File: src/design/fsrm_pkg.sv
// ----------------------------------------------------------------------------
// fsrm_pkg
// Shared constants and types for the free slot run manager.
// ----------------------------------------------------------------------------
package fsrm_pkg;

   localparam int SLOTS = 64;
   localparam int IDX_W = 6;
   localparam int CNT_W = 7;
   localparam int ALU_W = CNT_W + 1;

   typedef logic [IDX_W-1:0] idx_type;
   typedef logic [CNT_W-1:0] cnt_type;
   typedef logic [ALU_W-1:0] alu_word_type;

   // link value that means "no run"
   localparam cnt_type NO_RUN = cnt_type'(SLOTS);

   localparam logic CMD_ERASE   = 1'b0;
   localparam logic CMD_CONSUME = 1'b1;

   typedef struct packed {
      idx_type skip_ra;
      idx_type skip_rb;
      idx_type link_ra;
      logic    skip_we;
      idx_type skip_wa;
      cnt_type skip_wd;
      logic    prev_we;
      idx_type prev_wa;
      cnt_type prev_wd;
      logic    next_we;
      idx_type next_wa;
      cnt_type next_wd;
   } store_req_type;

   typedef struct packed {
      cnt_type skip_a;
      cnt_type skip_b;
      cnt_type prev_q;
      cnt_type next_q;
   } store_rsp_type;

   typedef struct packed {
      alu_word_type a;
      alu_word_type b;
      logic         sub;
      logic         cin;
   } alu_req_type;

endpackage

File: src/design/fsrm_alu.sv
// ----------------------------------------------------------------------------
// fsrm_alu
// Shared add/subtract unit used by the adder steps of the sequencer.
// ----------------------------------------------------------------------------
module fsrm_alu
   import fsrm_pkg::*;
(
   input  alu_req_type  alu_req,
   output alu_word_type alu_sum
);

   alu_word_type b_op;

   assign b_op    = alu_req.sub ? ~alu_req.b : alu_req.b;
   assign alu_sum = alu_req.a + b_op + alu_word_type'(alu_req.sub | alu_req.cin);

endmodule

File: src/design/fsrm_store.sv
// ----------------------------------------------------------------------------
// fsrm_store
// Skip store (two read ports, valid bit per entry) and the prev/next link
// memories. All read data is registered.
// ----------------------------------------------------------------------------
module fsrm_store
   import fsrm_pkg::*;
(
   input  logic          clock,
   input  logic          reset,
   input  store_req_type store_req,
   output store_rsp_type store_rsp
);

   cnt_type          skip_mem_ff [SLOTS];
   cnt_type          prev_mem_ff [SLOTS];
   cnt_type          next_mem_ff [SLOTS];
   logic [SLOTS-1:0] skip_vld_ff;

   cnt_type skip_a_ff;
   cnt_type skip_b_ff;
   logic    vld_a_ff;
   logic    vld_b_ff;
   cnt_type prev_q_ff;
   cnt_type next_q_ff;

   always_ff @(posedge clock) begin
      if (store_req.skip_we) begin
         skip_mem_ff[store_req.skip_wa] <= store_req.skip_wd;
      end
      skip_a_ff <= skip_mem_ff[store_req.skip_ra];
      skip_b_ff <= skip_mem_ff[store_req.skip_rb];
      vld_a_ff  <= skip_vld_ff[store_req.skip_ra];
      vld_b_ff  <= skip_vld_ff[store_req.skip_rb];
   end

   // entries never written read as zero
   always_ff @(posedge clock) begin
      if (reset) begin
         skip_vld_ff <= '0;
      end else if (store_req.skip_we) begin
         skip_vld_ff[store_req.skip_wa] <= 1'b1;
      end
   end

   always_ff @(posedge clock) begin
      if (store_req.prev_we) begin
         prev_mem_ff[store_req.prev_wa] <= store_req.prev_wd;
      end
      prev_q_ff <= prev_mem_ff[store_req.link_ra];
   end

   always_ff @(posedge clock) begin
      if (store_req.next_we) begin
         next_mem_ff[store_req.next_wa] <= store_req.next_wd;
      end
      next_q_ff <= next_mem_ff[store_req.link_ra];
   end

   assign store_rsp.skip_a = vld_a_ff ? skip_a_ff : '0;
   assign store_rsp.skip_b = vld_b_ff ? skip_b_ff : '0;
   assign store_rsp.prev_q = prev_q_ff;
   assign store_rsp.next_q = next_q_ff;

endmodule

File: src/design/free_slot_run_manager.sv
// ----------------------------------------------------------------------------
// free_slot_run_manager
// Erase/consume bookkeeping of free slot runs: skip store plus a doubly
// linked list of run starts, driven by a small sequencer around one adder.
// Flow: a request is fetched and checked; a rejected one goes straight to the
//   response word, others first take adder steps, link and skip writes. The
//   response word is not loaded while the previous one is held by rsp_stall.
// Throughput: one request at a time; req_stall stays high until the response
//   word is loaded.
// Reset: synchronous; the skip store reads as all zero and the free list is empty.
// ----------------------------------------------------------------------------
module free_slot_run_manager
   import fsrm_pkg::*;
(
   input  logic          clock,
   input  logic          reset,
   input  logic          req_valid,
   output logic          req_stall,
   input  logic          req_command,
   input  logic [5:0]    req_slot_index,
   input  logic [6:0]    req_used_count,
   output logic          rsp_valid,
   input  logic          rsp_stall,
   output logic          rsp_status,
   output logic          rsp_any_free,
   output logic [6:0]    rsp_first_free,
   output logic [6:0]    rsp_run_length
);

   localparam logic [3:0] ST_IDLE    = 4'd0;
   localparam logic [3:0] ST_FETCH   = 4'd1;
   localparam logic [3:0] ST_CHECK   = 4'd2;
   localparam logic [3:0] ST_E_START = 4'd3;
   localparam logic [3:0] ST_E_FIN   = 4'd4;
   localparam logic [3:0] ST_E_LEN   = 4'd5;
   localparam logic [3:0] ST_C_END   = 4'd6;
   localparam logic [3:0] ST_C_CLAMP = 4'd7;
   localparam logic [3:0] ST_C_DEC   = 4'd8;
   localparam logic [3:0] ST_C_LAST  = 4'd9;
   localparam logic [3:0] ST_LINK1   = 4'd10;
   localparam logic [3:0] ST_LINK2   = 4'd11;
   localparam logic [3:0] ST_SK1     = 4'd12;
   localparam logic [3:0] ST_SK2     = 4'd13;
   localparam logic [3:0] ST_SK3     = 4'd14;
   localparam logic [3:0] ST_DONE    = 4'd15;

   localparam logic [1:0] LOP_NONE   = 2'd0;
   localparam logic [1:0] LOP_PUSH   = 2'd1;
   localparam logic [1:0] LOP_MOVE   = 2'd2;
   localparam logic [1:0] LOP_UNLINK = 2'd3;

   logic [3:0] state_ff, state_in;
   logic       cmd_ff, cmd_in;
   idx_type    idx_ff, idx_in;
   cnt_type    used_ff, used_in;
   cnt_type    cur_ff, cur_in;
   cnt_type    left_ff, left_in;
   cnt_type    right_ff, right_in;
   idx_type    start_ff, start_in;
   idx_type    finish_ff, finish_in;
   cnt_type    len_ff, len_in;
   cnt_type    p_ff, p_in;
   cnt_type    n_ff, n_in;
   cnt_type    head_ff, head_in;
   logic       ok_ff, ok_in;

   logic       rsp_valid_ff, rsp_valid_in;
   logic       rsp_status_ff, rsp_status_in;
   logic       rsp_any_free_ff, rsp_any_free_in;
   cnt_type    rsp_first_free_ff, rsp_first_free_in;
   cnt_type    rsp_run_length_ff, rsp_run_length_in;

   store_req_type store_req;
   store_rsp_type store_rsp;
   alu_req_type   alu_req;
   alu_word_type  alu_sum;

   idx_type    idx_p1;
   idx_type    move_to;
   logic [1:0] lop;
   logic       accept;
   logic       rsp_load;

   fsrm_store u_store (
      .clock     (clock),
      .reset     (reset),
      .store_req (store_req),
      .store_rsp (store_rsp)
   );

   fsrm_alu u_alu (
      .alu_req (alu_req),
      .alu_sum (alu_sum)
   );

   assign req_stall = (state_ff != ST_IDLE);
   assign accept    = req_valid && !req_stall;
   assign idx_p1    = idx_ff + idx_type'(1);
   assign move_to   = (cmd_ff == CMD_CONSUME) ? idx_p1 : idx_ff;
   assign rsp_load  = (state_ff == ST_DONE) && (!rsp_valid_ff || !rsp_stall);

   // list edit for this command
   always_comb begin
      if (cmd_ff == CMD_CONSUME) begin
         lop = (len_ff == '0) ? LOP_UNLINK : LOP_MOVE;
      end else if (left_ff == '0 && right_ff == '0) begin
         lop = LOP_PUSH;
      end else if (left_ff == '0) begin
         lop = LOP_MOVE;
      end else if (right_ff != '0) begin
         lop = LOP_UNLINK;
      end else begin
         lop = LOP_NONE;
      end
   end

   always_comb begin
      state_in  = state_ff;
      cmd_in    = cmd_ff;
      idx_in    = idx_ff;
      used_in   = used_ff;
      cur_in    = cur_ff;
      left_in   = left_ff;
      right_in  = right_ff;
      start_in  = start_ff;
      finish_in = finish_ff;
      len_in    = len_ff;
      p_in      = p_ff;
      n_in      = n_ff;
      head_in   = head_ff;
      ok_in     = ok_ff;

      store_req         = '0;
      store_req.skip_ra = idx_ff;
      store_req.skip_rb = idx_ff;
      store_req.link_ra = idx_ff;

      alu_req = '0;

      case (state_ff)
         ST_IDLE: begin
            store_req.skip_ra = req_slot_index;
            store_req.skip_rb = req_slot_index - idx_type'(1);
            store_req.link_ra = (req_command == CMD_CONSUME) ? req_slot_index
                                                             : req_slot_index + idx_type'(1);
            if (accept) begin
               cmd_in   = req_command;
               idx_in   = req_slot_index;
               used_in  = (req_used_count > cnt_type'(SLOTS)) ? cnt_type'(SLOTS)
                                                              : req_used_count;
               ok_in    = 1'b1;
               state_in = ST_FETCH;
            end
         end

         ST_FETCH: begin
            store_req.skip_ra = idx_p1;
            cur_in   = store_rsp.skip_a;
            left_in  = (idx_ff != '0) ? store_rsp.skip_b : '0;
            p_in     = store_rsp.prev_q;
            n_in     = store_rsp.next_q;
            state_in = ST_CHECK;
         end

         ST_CHECK: begin
            right_in = ((cnt_type'(idx_ff) + cnt_type'(1)) < used_ff) ? store_rsp.skip_a : '0;
            len_in   = cur_ff;
            if (cmd_ff == CMD_ERASE) begin
               if (cur_ff != '0) begin
                  ok_in    = 1'b0;
                  state_in = ST_DONE;
               end else begin
                  state_in = ST_E_START;
               end
            end else begin
               if (cur_ff == '0 || left_ff != '0) begin
                  ok_in    = 1'b0;
                  state_in = ST_DONE;
               end else begin
                  state_in = ST_C_END;
               end
            end
         end

         ST_E_START: begin
            alu_req.a   = alu_word_type'(idx_ff);
            alu_req.b   = alu_word_type'(left_ff);
            alu_req.sub = 1'b1;
            // left run longer than the slots below: clip at slot 0
            if (alu_sum[ALU_W-1]) begin
               left_in  = cnt_type'(idx_ff);
               start_in = '0;
            end else begin
               start_in = alu_sum[IDX_W-1:0];
            end
            state_in = ST_E_FIN;
         end

         ST_E_FIN: begin
            alu_req.a = alu_word_type'(idx_ff);
            alu_req.b = alu_word_type'(right_ff);
            if (alu_sum >= alu_word_type'(SLOTS)) begin
               right_in  = cnt_type'(idx_type'(~idx_ff));
               finish_in = '1;
            end else begin
               finish_in = alu_sum[IDX_W-1:0];
            end
            state_in = ST_E_LEN;
         end

         ST_E_LEN: begin
            alu_req.a   = alu_word_type'(left_ff);
            alu_req.b   = alu_word_type'(right_ff);
            alu_req.cin = 1'b1;
            len_in      = alu_sum[CNT_W-1:0];
            state_in    = ST_LINK1;
         end

         ST_C_END: begin
            alu_req.a = alu_word_type'(idx_ff);
            alu_req.b = alu_word_type'(len_ff);
            state_in  = (alu_sum > alu_word_type'(SLOTS)) ? ST_C_CLAMP : ST_C_DEC;
         end

         ST_C_CLAMP: begin
            alu_req.a   = alu_word_type'(SLOTS);
            alu_req.b   = alu_word_type'(idx_ff);
            alu_req.sub = 1'b1;
            len_in      = alu_sum[CNT_W-1:0];
            state_in    = ST_C_DEC;
         end

         ST_C_DEC: begin
            // len_ff holds the remaining length from here on
            alu_req.a   = alu_word_type'(len_ff);
            alu_req.b   = alu_word_type'(1);
            alu_req.sub = 1'b1;
            len_in      = alu_sum[CNT_W-1:0];
            state_in    = ST_C_LAST;
         end

         ST_C_LAST: begin
            alu_req.a = alu_word_type'(idx_ff);
            alu_req.b = alu_word_type'(len_ff);
            finish_in = alu_sum[IDX_W-1:0];
            state_in  = ST_LINK1;
         end

         ST_LINK1: begin
            state_in = ST_SK1;
            case (lop)
               LOP_PUSH: begin
                  store_req.prev_we = 1'b1;
                  store_req.prev_wa = idx_ff;
                  store_req.prev_wd = NO_RUN;
                  store_req.next_we = 1'b1;
                  store_req.next_wa = idx_ff;
                  store_req.next_wd = head_ff;
                  state_in          = ST_LINK2;
               end
               LOP_MOVE: begin
                  store_req.prev_we = 1'b1;
                  store_req.prev_wa = move_to;
                  store_req.prev_wd = p_ff;
                  store_req.next_we = 1'b1;
                  store_req.next_wa = move_to;
                  store_req.next_wd = n_ff;
                  state_in          = ST_LINK2;
               end
               LOP_UNLINK: begin
                  if (!p_ff[CNT_W-1]) begin
                     store_req.next_we = 1'b1;
                     store_req.next_wa = p_ff[IDX_W-1:0];
                     store_req.next_wd = n_ff;
                  end else begin
                     head_in = n_ff;
                  end
                  if (!n_ff[CNT_W-1]) begin
                     store_req.prev_we = 1'b1;
                     store_req.prev_wa = n_ff[IDX_W-1:0];
                     store_req.prev_wd = p_ff;
                  end
                  // a removed run only clears its own slot
                  state_in = (cmd_ff == CMD_CONSUME) ? ST_SK3 : ST_SK1;
               end
               default: begin
                  state_in = ST_SK1;
               end
            endcase
         end

         ST_LINK2: begin
            case (lop)
               LOP_PUSH: begin
                  if (!head_ff[CNT_W-1]) begin
                     store_req.prev_we = 1'b1;
                     store_req.prev_wa = head_ff[IDX_W-1:0];
                     store_req.prev_wd = cnt_type'(idx_ff);
                  end
                  head_in = cnt_type'(idx_ff);
               end
               LOP_MOVE: begin
                  if (!p_ff[CNT_W-1]) begin
                     store_req.next_we = 1'b1;
                     store_req.next_wa = p_ff[IDX_W-1:0];
                     store_req.next_wd = cnt_type'(move_to);
                  end else begin
                     head_in = cnt_type'(move_to);
                  end
                  if (!n_ff[CNT_W-1]) begin
                     store_req.prev_we = 1'b1;
                     store_req.prev_wa = n_ff[IDX_W-1:0];
                     store_req.prev_wd = cnt_type'(move_to);
                  end
               end
               default: begin
               end
            endcase
            state_in = ST_SK1;
         end

         ST_SK1: begin
            store_req.skip_we = 1'b1;
            store_req.skip_wa = (cmd_ff == CMD_CONSUME) ? idx_p1 : idx_ff;
            store_req.skip_wd = (cmd_ff == CMD_CONSUME) ? len_ff : cnt_type'(1);
            state_in          = ST_SK2;
         end

         ST_SK2: begin
            store_req.skip_we = 1'b1;
            store_req.skip_wa = (cmd_ff == CMD_CONSUME) ? finish_ff : start_ff;
            store_req.skip_wd = len_ff;
            state_in          = ST_SK3;
         end

         ST_SK3: begin
            store_req.skip_we = 1'b1;
            store_req.skip_wa = (cmd_ff == CMD_CONSUME) ? idx_ff : finish_ff;
            store_req.skip_wd = (cmd_ff == CMD_CONSUME) ? cnt_type'(0) : len_ff;
            state_in          = ST_DONE;
         end

         ST_DONE: begin
            if (rsp_load) begin
               state_in = ST_IDLE;
            end
         end

         default: begin
            state_in = ST_IDLE;
         end
      endcase
   end

   // response word register
   always_comb begin
      rsp_valid_in      = rsp_valid_ff && rsp_stall;
      rsp_status_in     = rsp_status_ff;
      rsp_any_free_in   = rsp_any_free_ff;
      rsp_first_free_in = rsp_first_free_ff;
      rsp_run_length_in = rsp_run_length_ff;
      if (rsp_load) begin
         rsp_valid_in      = 1'b1;
         rsp_status_in     = !ok_ff;
         rsp_any_free_in   = !head_ff[CNT_W-1];
         rsp_first_free_in = head_ff;
         rsp_run_length_in = ok_ff ? len_ff : '0;
      end
   end

   always_ff @(posedge clock) begin
      if (reset) begin
         state_ff     <= ST_IDLE;
         head_ff      <= NO_RUN;
         rsp_valid_ff <= 1'b0;
      end else begin
         state_ff     <= state_in;
         head_ff      <= head_in;
         rsp_valid_ff <= rsp_valid_in;
      end
   end

   always_ff @(posedge clock) begin
      cmd_ff            <= cmd_in;
      idx_ff            <= idx_in;
      used_ff           <= used_in;
      cur_ff            <= cur_in;
      left_ff           <= left_in;
      right_ff          <= right_in;
      start_ff          <= start_in;
      finish_ff         <= finish_in;
      len_ff            <= len_in;
      p_ff              <= p_in;
      n_ff              <= n_in;
      ok_ff             <= ok_in;
      rsp_status_ff     <= rsp_status_in;
      rsp_any_free_ff   <= rsp_any_free_in;
      rsp_first_free_ff <= rsp_first_free_in;
      rsp_run_length_ff <= rsp_run_length_in;
   end

   assign rsp_valid      = rsp_valid_ff;
   assign rsp_status     = rsp_status_ff;
   assign rsp_any_free   = rsp_any_free_ff;
   assign rsp_first_free = rsp_first_free_ff;
   assign rsp_run_length = rsp_run_length_ff;

endmodule

File: config.mk
export PLATFORM = sky130hd
export DESIGN_NAME = free_slot_run_manager
export DESIGN_NICKNAME = d
export VERILOG_FILES = /design/src/design/fsrm_pkg.sv /design/src/design/fsrm_alu.sv /design/src/design/fsrm_store.sv /design/src/design/free_slot_run_manager.sv
export SDC_FILE = /design/constraint.sdc
export NUM_CORES = 2
export LEC_CHECK = 0
export BUFFER_PORTS_ARGS = -buffer_cell sky130_fd_sc_hd__clkbuf_2
export CAP_MARGIN = 10
export CORE_MARGIN = 4
export CORE_UTILIZATION = 38
export CTS_CLUSTER_SIZE = 24
export DETAILED_ROUTE_END_ITERATION = 8
export SLEW_MARGIN = 20
export SYNTH_ARGS = -nofsm -noshare
export SYNTH_HDL_FRONTEND = slang
export SYNTH_SLANG_ARGS = --single-unit
File: constraint.sdc
create_clock -name clock -period 8.7 [get_ports clock]
set_input_delay 1.305 -clock clock [delete_from_list [all_inputs] [get_ports clock]]
set_output_delay 1.305 -clock clock [all_outputs]
set_load 0.01 [all_outputs]
==> flow_summary.yaml <==
worst_setup_path:
  startpoint_type: "flop"
  path_class: "flop to flop"
  path_common_cell: "nor2_1"
  worstPathRequired_ns: 9.12
  crit_chain: "or4_1, nor4_1, xnor2_1, nor2_1, a21o_1, ha_1, nand4_1, nor2_1, a221oi_1, nor2_1, nand2_1, nor2_1"
  cp_max_fo: 11
  path_delay_family: "simple AND/OR/NAND/NOR gates"
  arrival_ns: 6.65
  slowest_stage: "nor4_1"
  critPathMaxStageDelay_ns: 0.77
  crit_buf_inv: 0
  worstSetupEndpointType: "flop"
placed_design:
  dp_hpwl_um: 123000
  gp_congestion: 0.913
  port_buffers: 35
  placed_area_sq_um: 69800
yosys:
  synth-edff-count: 1429
  yosys-top-cells-area: "edfxtp_1 (64%), mux4_2 (7.3%), nand2_1 (6.1%)"
  ys_ff_latch: 1535
  async_flop_share_pct: 0
  syn_area_sq_um: 67100
  yosys.area.top_type_share_pct: 64.0
  yosysUniqueCellTypes: 85
  synth_nets: 5105
  yosysWarnings: 0
  synth_cells: 5065
  syn_area_per_cell_sq_um: 13.2
  ys.flop_type: "edfxtp_1"
  synth-seq-area-share_pct: 67.1
  synth_largest_area_cell: "edfxtp_1"
sta:
  max_slew_margin_pct: 18.9
  finalHoldViolCount: 0
  fmax_ghz: 0.161
  clock-skew-final_ns: 0.0344
  finalCritPeriodShare_pct: 71.6
  worst_pin_slew_ns: 1.21
  finalSetupViolCount: 0
  finalSetupTns_ns: 0
  grt_setup_unrepaired: "no"
  period_needed_ns: 6.23
  report.final.slew_viol_count: 0
drt:
  drc: 0
  vias: 44700
  wire_per_inst_um: 26.9
  drt-pass1-iter-count: 8
  drt-initial-drc-count: 5841
  viasPerCell: 5.95
  drt_wl_total_um: 202000
  ant_nets: 0
layout:
  n_fill_cell: 15700
  syn_to_final_growth_pct: 12.2
  fin_nets: 5076
  drive_above_1_share_pct: 12.9
  fin_area_sq_um: 75300
global_routing:
  grt_max_degree: 192
  grt.overflow.total: 0
  grt_pass1_wl_um: 295000
  grt_pass1_vias: 42600
  antenna_found_initial: 14
  grt.total_usage_pct: 21.4
floorplanning:
  num_rows: 153
  start_util_pct: 38.4
  die_h_um: 428
  dieArea_sq_um: 183000
  core_area_sq_um: 175000
  pin_count: 36
  die_w_um: 428
clock_network:
  htreeDepth: 4
  cts_buffers: 157
  cts.sinks: 1535
  clockBufferDepth: 3
  cts_resized: 0
  worstSkewPairLatency_ns: 0.82
  clk_pin_slew_worst_paths_ns: 0.06
  post_cts_buffers: 0
  cts_tree: "built"
  holdBufCountCts: 0
  cts-root-buf: "clkbuf_16"
outcome:
  status: "finished, final reports clean"
pwr:
  p_leak_uw: 0.0240
  p_per_area_nw_per_um2: 352
  ir_drop_mv: 0.556
flow_run:
  maxCapViolations: 0
hold_path:
  hold_path_class: "flop to flop"
==> path summary, 6_finish.rpt <==
path,slack [ns],cells after the start,end,from
worst max-delay path,2.47,12,u_store.prev_mem_ff[19][6]$_DFFE_PP_,left_ff[2]$_DFFE_PP_
worst min-delay path,0.41,0,p_ff[6]$_DFFE_PP_,u_store.prev_q_ff[6]$_DFF_P_
worst max register to register,2.47,12,u_store.prev_mem_ff[19][6]$_DFFE_PP_,left_ff[2]$_DFFE_PP_
worst min register to register,0.41,0,p_ff[6]$_DFFE_PP_,u_store.prev_q_ff[6]$_DFF_P_
==> per-stage QoR <==
stage / setup slack, ns / power (uW) / utilization, % / hold WS, ns / instances
after global placement: 2.62 / 19300 / 40.0 / 0.393 / 7202
after global routing: 2.09 / 27600 / 43.1 / 0.416 / 7504
after CTS: 2.47 / 26400 / 43.1 / 0.408 / 7495
final: 2.47 / 26500 / 43.1 / 0.408 / 7507
after floorplan: 2.88 / 15800 / - / 0.386 / 5065
after detailed placement: 2.51 / 19400 / 40.0 / 0.393 / 7202
==> power breakdown <==
group,leakage (uW),internal (uW),switching [uW],total [uW]
Combinational,0.00938,3430,7520,11000
Clock,0.00263,4070,2970,7040
Sequential,0.0120,8340,183,8530
Total,0.0240,15800,10700,26500
==> layout make-up <==
class                           count  area, sq um  area share [%]
Multi-Input combinational cell   3178        20800            27.6
Tap cell                         2325         2910            3.86
Clock inverter                    110         1310            1.73
Sequential cell                  1535        45000            59.8
Inverter                           36          135           0.179
Clock buffer                      183         4120            5.47
Timing Repair Buffer              128          948            1.26
Antenna cell                       12         30.0          0.0399
==> synth_stat cells, types with 20 or more instances <==
master	number
a21oi_1	162
a221oi_1	28
a22oi_1	35
a31oi_1	50
a32oi_1	48
a41oi_1	31
and2_1	20
and3_1	42
buf_1	32
buf_2	104
clkbuf_1	154
dfxtp_1	106
edfxtp_1	1429
ha_1	20
inv_1	34
mux2i_1	137
mux4_2	217
nand2_1	1092
nand3_1	488
nor2_1	376
nor2b_1	21
nor3_1	30
o21ai_0	35
o22ai_1	41
or4_1	22
xnor2_1	23
==> metal layers <==
layer	track usage, %	vias up	wire [um]
li1	-	19200	-
met1	30.6	22400	82400
met2	31.6	2710	89600
met3	5.44	388	22500
met4	8.02	2	7110
met5	0	-	13
==> logic make-up after synthesis <==
logic type / count (synthesis) / share of synthesized area, %
flip-flops: 1535 / 67.1
buffers and inverters: 352 / 2.36
adder cells (fa/ha/maj): 23 / 0.448
AND/OR/NAND/NOR: 2164 / 13.9
multiplexers: 363 / 9.48
AO/OA/AOI/OAI: 593 / 6.22
XOR/XNOR: 35 / 0.457
==> sequential cells by signal, indices dropped and copies added, names as in the netlist, 64 cells and up <==
register,flops
u_store.skip_vld_ff,64
u_store.next_mem_ff,448
u_store.prev_mem_ff,448
u_store.skip_mem_ff,448
==> cells in the final DEF (no fill, tap or decap), drive strengths merged, types with 10 or more instances in the layout <==
| master | count |
|---|---|
| inv | 45 |
| o21ai | 36 |
| nor3 | 31 |
| clkbuf | 218 |
| a22oi | 35 |
| nor2 | 376 |
| nor2b | 21 |
| a311oi | 11 |
| ha | 20 |
| a41oi | 31 |
| edfxtp | 1429 |
| dfxtp | 106 |
| nand2 | 1092 |
| o211ai | 10 |
| and3 | 42 |
| a31oi | 50 |
| nand4 | 13 |
| xnor2 | 23 |
| o21a | 13 |
| and2 | 20 |
| nand3 | 488 |
| a2111oi | 14 |
| a21oi | 165 |
| or4 | 22 |
| buf | 93 |
| mux4 | 217 |
| a32oi | 48 |
| o2111ai | 16 |
| mux2i | 137 |
| xor2 | 12 |
| bufinv | 21 |
| a21o | 19 |
| o22ai | 41 |
| a221oi | 28 |
| clkinv | 71 |
| diode | 12 |
| a221o | 10 |
| nand2b | 17 |
Power figures use the tool's default switching activity.
